File: src/hw/rtl/ffd_pkg.sv
package ffd_pkg;

    localparam int unsigned AXIS_W     = 16;
    localparam int unsigned SQ_W       = 31;
    localparam int unsigned SUM_W      = 32;
    localparam int unsigned THR_W      = 32;
    localparam int unsigned CNT_W      = 8;
    localparam int unsigned S_TDATA_W  = 48;
    localparam int unsigned M_TDATA_W  = 8;
    localparam int unsigned CFG_IDX_W  = 2;
    localparam int unsigned CFG_DATA_W = 32;

    localparam logic [CFG_IDX_W-1:0] REG_LOW_THRESHOLD_SQ     = 2'd0;
    localparam logic [CFG_IDX_W-1:0] REG_HIGH_THRESHOLD_SQ    = 2'd1;
    localparam logic [CFG_IDX_W-1:0] REG_FREEFALL_COUNT_LIMIT = 2'd2;

    localparam logic [THR_W-1:0] LOW_THRESHOLD_SQ_RESET     = 32'd1048576;
    localparam logic [THR_W-1:0] HIGH_THRESHOLD_SQ_RESET    = 32'd51380224;
    localparam logic [CNT_W-1:0] FREEFALL_COUNT_LIMIT_RESET = 8'd10;
    localparam logic [CNT_W-1:0] CNT_MAX                    = 8'd255;

    typedef struct packed {
        logic [SQ_W-1:0] sq_x;
        logic [SQ_W-1:0] sq_y;
        logic [SQ_W-1:0] sq_z;
    } ffd_squares_t;

    typedef struct packed {
        logic [THR_W-1:0] low_threshold_sq;
        logic [THR_W-1:0] high_threshold_sq;
        logic [CNT_W-1:0] freefall_count_limit;
    } ffd_cfg_t;

endpackage

File: src/hw/rtl/ffd_square.sv
module ffd_square (
    input  logic                           aclk,
    input  logic                           aresetn,
    input  logic                           load,
    input  logic                           advance,
    input  logic [ffd_pkg::AXIS_W-1:0]     accel_x,
    input  logic [ffd_pkg::AXIS_W-1:0]     accel_y,
    input  logic [ffd_pkg::AXIS_W-1:0]     accel_z,
    output logic                           sq_valid,
    output ffd_pkg::ffd_squares_t          squares
);
    import ffd_pkg::*;

    logic                 valid_reg;
    logic                 valid_next;
    ffd_squares_t         squares_reg;
    logic signed [2*AXIS_W-1:0] prod_x;
    logic signed [2*AXIS_W-1:0] prod_y;
    logic signed [2*AXIS_W-1:0] prod_z;

    assign prod_x = $signed(accel_x) * $signed(accel_x);
    assign prod_y = $signed(accel_y) * $signed(accel_y);
    assign prod_z = $signed(accel_z) * $signed(accel_z);

    always_comb begin
        valid_next = valid_reg;
        if (load) begin
            valid_next = 1'b1;
        end else if (advance) begin
            valid_next = 1'b0;
        end
    end

    always_ff @(posedge aclk) begin
        if (!aresetn) begin
            valid_reg <= 1'b0;
        end else begin
            valid_reg <= valid_next;
        end
    end

    always_ff @(posedge aclk) begin
        if (load) begin
            squares_reg.sq_x <= prod_x[SQ_W-1:0];
            squares_reg.sq_y <= prod_y[SQ_W-1:0];
            squares_reg.sq_z <= prod_z[SQ_W-1:0];
        end
    end

    assign sq_valid = valid_reg;
    assign squares  = squares_reg;

endmodule

File: src/hw/rtl/ffd_decide.sv
module ffd_decide (
    input  logic                  aclk,
    input  logic                  aresetn,
    input  logic                  advance,
    input  logic                  sq_valid,
    input  ffd_pkg::ffd_squares_t squares,
    input  ffd_pkg::ffd_cfg_t     cfg,
    output logic                  res_valid,
    output logic                  fall_detected,
    output logic                  freefall_active
);
    import ffd_pkg::*;

    logic             out_valid_reg;
    logic             out_valid_next;
    logic             fall_reg;
    logic             fall_next;
    logic             active_reg;
    logic             active_next;
    logic [CNT_W-1:0] count_reg;
    logic [CNT_W-1:0] count_next;
    logic             flag_reg;
    logic             flag_next;
    logic [SUM_W-1:0] sum;
    logic [CNT_W-1:0] count_inc;

    assign sum = SUM_W'(squares.sq_x) + SUM_W'(squares.sq_y) + SUM_W'(squares.sq_z);
    assign count_inc = (count_reg == CNT_MAX) ? CNT_MAX : count_reg + CNT_W'(1);

    always_comb begin
        count_next     = count_reg;
        flag_next      = flag_reg;
        fall_next      = fall_reg;
        active_next    = active_reg;
        out_valid_next = out_valid_reg;
        if (advance) begin
            out_valid_next = sq_valid;
            if (sq_valid) begin
                fall_next = 1'b0;
                if (sum < cfg.low_threshold_sq) begin
                    count_next = count_inc;
                    flag_next  = flag_reg | (count_inc > cfg.freefall_count_limit);
                end else if ((sum > cfg.high_threshold_sq) && flag_reg) begin
                    fall_next  = 1'b1;
                    count_next = '0;
                    flag_next  = 1'b0;
                end else begin
                    count_next = '0;
                    flag_next  = 1'b0;
                end
                active_next = flag_next;
            end
        end
    end

    always_ff @(posedge aclk) begin
        if (!aresetn) begin
            out_valid_reg <= 1'b0;
            count_reg     <= '0;
            flag_reg      <= 1'b0;
        end else begin
            out_valid_reg <= out_valid_next;
            count_reg     <= count_next;
            flag_reg      <= flag_next;
        end
    end

    always_ff @(posedge aclk) begin
        fall_reg   <= fall_next;
        active_reg <= active_next;
    end

    assign res_valid       = out_valid_reg;
    assign fall_detected   = fall_reg;
    assign freefall_active = active_reg;

endmodule

File: src/hw/rtl/freefall_impact_fall_detector_unit.sv
// channel  | direction | handshake               | payload
// s_       | in        | s_tvalid / s_tready     | s_tdata: accel_x, accel_y, accel_z
// m_       | out       | m_tvalid / m_tready     | m_tdata: fall_detected, freefall_active
// cfg_     | in        | cfg_valid / cfg_ready   | cfg_index, cfg_data
//
// one sample accepted per cycle unless back-pressure stalls intake; its result is registered
// first in the squares register and then in the result register
// the low-run count and freefall flag live next to the result register
// reset: synchronous active-low aresetn clears counter, flag and valids
// a stalled result holds in the output register; intake stops only when both stages are full
module freefall_impact_fall_detector_unit (
    input  logic                               aclk,
    input  logic                               aresetn,
    input  logic                               s_tvalid,
    output logic                               s_tready,
    // [15:0] accel_x, [31:16] accel_y, [47:32] accel_z
    input  logic [ffd_pkg::S_TDATA_W-1:0]      s_tdata,
    output logic                               m_tvalid,
    input  logic                               m_tready,
    // [0] fall_detected, [1] freefall_active, [7:2] zero
    output logic [ffd_pkg::M_TDATA_W-1:0]      m_tdata,
    input  logic                               cfg_valid,
    output logic                               cfg_ready,
    input  logic [ffd_pkg::CFG_IDX_W-1:0]      cfg_index,
    input  logic [ffd_pkg::CFG_DATA_W-1:0]     cfg_data
);
    import ffd_pkg::*;

    ffd_cfg_t     cfg_reg;
    ffd_cfg_t     cfg_next;
    ffd_squares_t squares;
    logic         sq_valid;
    logic         advance;
    logic         load;
    logic         fall_detected;
    logic         freefall_active;

    always_comb begin
        cfg_next = cfg_reg;
        if (cfg_valid) begin
            case (cfg_index)
                REG_LOW_THRESHOLD_SQ:     cfg_next.low_threshold_sq = cfg_data;
                REG_HIGH_THRESHOLD_SQ:    cfg_next.high_threshold_sq = cfg_data;
                REG_FREEFALL_COUNT_LIMIT: cfg_next.freefall_count_limit = cfg_data[CNT_W-1:0];
                default:                  cfg_next = cfg_reg;
            endcase
        end
    end

    always_ff @(posedge aclk) begin
        if (!aresetn) begin
            cfg_reg.low_threshold_sq     <= LOW_THRESHOLD_SQ_RESET;
            cfg_reg.high_threshold_sq    <= HIGH_THRESHOLD_SQ_RESET;
            cfg_reg.freefall_count_limit <= FREEFALL_COUNT_LIMIT_RESET;
        end else begin
            cfg_reg <= cfg_next;
        end
    end

    assign cfg_ready = 1'b1;
    assign advance   = !m_tvalid || m_tready;
    assign s_tready  = !sq_valid || advance;
    assign load      = s_tvalid && s_tready;

    ffd_square u_square (
        .aclk     (aclk),
        .aresetn  (aresetn),
        .load     (load),
        .advance  (advance),
        .accel_x  (s_tdata[AXIS_W-1:0]),
        .accel_y  (s_tdata[2*AXIS_W-1:AXIS_W]),
        .accel_z  (s_tdata[3*AXIS_W-1:2*AXIS_W]),
        .sq_valid (sq_valid),
        .squares  (squares)
    );

    ffd_decide u_decide (
        .aclk            (aclk),
        .aresetn         (aresetn),
        .advance         (advance),
        .sq_valid        (sq_valid),
        .squares         (squares),
        .cfg             (cfg_reg),
        .res_valid       (m_tvalid),
        .fall_detected   (fall_detected),
        .freefall_active (freefall_active)
    );

    assign m_tdata = {{(M_TDATA_W-2){1'b0}}, freefall_active, fall_detected};

endmodule

File: config.mk
export PLATFORM = sky130hd
export DESIGN_NAME = freefall_impact_fall_detector_unit
export DESIGN_NICKNAME = d
export VERILOG_FILES = /design/src/hw/rtl/ffd_pkg.sv /design/src/hw/rtl/ffd_square.sv /design/src/hw/rtl/ffd_decide.sv /design/src/hw/rtl/freefall_impact_fall_detector_unit.sv
export SDC_FILE = /design/constraint.sdc
export NUM_CORES = 2
export LEC_CHECK = 0
export ABC_AREA = 1
export BUFFER_PORTS_ARGS = -buffer_cell sky130_fd_sc_hd__buf_4
export CAP_MARGIN = 0
export CORE_UTILIZATION = 60
export CTS_CLUSTER_DIAMETER = 40
export DETAILED_ROUTE_END_ITERATION = 7
export HOLD_SLACK_MARGIN = 0.06
export PLACE_DENSITY_LB_ADDON = 0.25
export SLEW_MARGIN = 20
export SYNTH_ARGS = -nofsm -noshare
export SYNTH_HDL_FRONTEND = slang
export SYNTH_HIERARCHICAL = 1
export SYNTH_SLANG_ARGS = --single-unit
File: constraint.sdc
create_clock -name aclk -period 5.45 [get_ports aclk]
set_input_delay 0.2725 -clock aclk [delete_from_list [all_inputs] [get_ports aclk]]
set_output_delay 0.2725 -clock aclk [all_outputs]
set_load 0.05 [all_outputs]
==> impl_metrics.json <==
{
  "status": "finished, final reports clean",
  "die_w_um": 258,
  "slew_headroom_pct": 38.1,
  "htree_levels": 4,
  "drive_gt1_share_pct": 7.29,
  "ys_top_cells_by_area": "fa_1, inv_1, ha_1, nand2_1, edfxtp_1",
  "ctsLongestPathBuffers": 2,
  "clkTransAtPathRegs_ps": 70,
  "largest_reg_flops": 90,
  "via_count": 30400,
  "synth_largest_area_cell": "fa_1",
  "drc": 0,
  "hpwl_um": 75900,
  "crit_fanout": 15,
  "hold_start": "cfg_data[10]",
  "synth_fa_ha_area_share_pct": 48.2,
  "drtPass1Iterations": 7,
  "muxShareOfSynthArea_pct": 0,
  "numPortBuffers": 90,
  "ys_types": 44,
  "area_delta_synth_final_pct": 7.16,
  "die-area_mm2": 0.0665,
  "layout_common_cells": "inv_1, nand2_1, fa_1",
  "yosysWarnings": 6,
  "pin_count": 98,
  "grt_remaining_overflow": 0,
  "crit_slowest_cell": "fa_2",
  "nFillCells": 5591,
  "fin_util_pct": 65.1,
  "antenna_found_initial": 0,
  "cp_top_family": "adder cells",
  "crit_arrival_ps": 5330,
  "finalHoldViolCount": 0,
  "synth_top_area_share_pct": 36.6,
  "grt_max_degree": 76,
  "cts_root_buffer": "clkbuf_16",
  "cts_resized": 0,
  "rsz0062_at_grt": "false",
  "antenna_cells": 0,
  "end_kind": "flip-flop",
  "synth-compound-area-share_pct": 4.62,
  "synth_xor_area_share_pct": 2.65,
  "worstSetupPathType": "input pin to flip-flop",
  "ys_ff_latch": 175,
  "die_h_um": 258,
  "avgSynthCellArea_um2": 7.89,
  "hp-class": "input pin to flip-flop",
  "critPathRequiredTime_ps": 5670,
  "synthSimpleGateAreaFrac_pct": 17.9,
  "crit_path_start_kind": "input pin",
  "fin_crit_ps": 5110,
  "maxSlewViolCount": 0,
  "cts_tree": "yes",
  "clk_latency_ps": 460,
  "core_area_mm2": 0.0646,
  "critPathLaunch": "s_tdata[31]",
  "skew_ps": 9.80,
  "ys.flop_type": "edfxtp_1",
  "final_common_cell": "inv_1",
  "synth_edf_count": 92,
  "antenna_left": 0,
  "rows": 93,
  "path_cells": "buf_4 > nand2_1 > inv_1 > fa_2 > inv_1 > fa_1 > inv_2 > fa_1 > fa_1 > fa_1 > inv_1 > fa_1 > inv_1 > ha_1 > nand2_1 > inv_1 > nand2_1 > nor3_1 > and2_1 > nand2_1 > nand3_1 > nand2_1",
  "grt_pass1_vias": 31700,
  "synth_cells": 4976,
  "r2r_start": "u_square/squares[22]$_DFFE_PP_",
  "gp_congestion": 0.943,
  "wl_per_cell_um": 14.7,
  "yosysSeqAreaShare_pct": 11.3,
  "clock.fmax_mhz": 196,
  "clock_sinks": 175,
  "maxCapViolCount": 0,
  "netlist_area_mm2": 0.0393,
  "start_util_pct": 60.8,
  "tightest_slew_ps": 928,
  "cts-buffers-inserted": 17,
  "grt_use_total_pct": 27.7,
  "crit_buf_inv": 7,
  "max_stage_delay_ps": 620,
  "routed_wl_um": 87300,
  "setup_viol": 0,
  "fin_nets": 6254,
  "via_per_inst": 5.11,
  "grt_pass1_wl_um": 150000,
  "synth_top_family_by_area": "adder cells",
  "synthArstFlopShare_pct": 0,
  "drtIter0Drc": 2019,
  "post_cts_buffers": 0,
  "period_share_pct": 93.7
}
==> kinds of logic after synthesis <==
kind of cell	after synthesis
compound gates	337
xor+xnor	119
fa+ha+maj	1080
buf+inv	1590
flops	175
other cells	3
simple gates	1672
==> tightest hold or removal path, delay by kind of cell <==
family | cells | cell delay (ps)
buf+inv | 1 | 90
simple gates | 2 | 130
==> metrics by stage <==
stage	hold WS (ps)	instance area, um^2	setup WS, ps	TNS, ps	instances
2_1_floorplan	371	39300	-11.7	-11.7	4983
3_3_place_gp	442	41300	-70.9	-139	5908
3_5_place_dp	453	41300	-93.1	-420	5908
4_1_cts	60.6	42100	377	0	5955
5_1_grt	67.2	42100	74.7	0	5955
6_report	67.9	42100	342	0	5955
==> synth_stat cells, types with 9 or more instances <==
cell type,number
nand3_1,170
xor2_1,88
fa_1,718
edfxtp_1,92
nand2_1,1046
buf_1,12
a21oi_1,212
o21ai_1,12
a21o_1,9
nand2_2,28
o21ai_0,70
clkbuf_1,97
xnor2_1,31
nor3_1,24
inv_2,20
nand4_1,56
ha_1,362
dfxtp_1,83
inv_1,1426
nor2_2,34
buf_2,18
o21bai_1,15
buf_4,12
nor2_1,269
==> layout make-up <==
cell class | count | area [um^2] | area share [%]
clock buffer | 23 | 489 | 1.16
clock inverter | 9 | 80.1 | 0.190
inverter | 1450 | 5440 | 12.9
multi-input combinational | 3218 | 28800 | 68.5
sequential | 175 | 4420 | 10.5
tap | 855 | 1070 | 2.54
timing repair buffer | 225 | 1730 | 4.10
==> metal layers <==
metal  routed length [um]  track usage [%]  vias up
li1                     -                -    14800
met5                    0                0        -
met4                 1180             5.14        0
met1                39700             38.4    14800
met2                42700             48.1      720
met3                 3780             2.03       82
==> repair_timing <==
action	in CTS	in global routing
endpoints found under the hold margin	15	0
endpoints found under the setup margin	0	0
hold buffers	15	0
==> path summary, 6_finish.rpt <==
| check | endpoint | slack [ps] | depth (start not counted) |
|---|---|---|---|
| worst max-delay path | u_square/squares[61]$_DFFE_PP_ | 340 | 22 |
| worst min-delay path | cfg_reg[18]$_SDFFE_PN0P_ | 70 | 3 |
| worst max register to register | u_decide/fall_detected$_SDFFCE_PP0P_ | 1160 | 18 |
| worst min register to register | cfg_reg[1]$_SDFFE_PN1P_ | 470 | 2 |
Power is left out: the tool's default activity adds up to more than one toggle a clock period on the data nets, which glitch-free logic cannot reach.
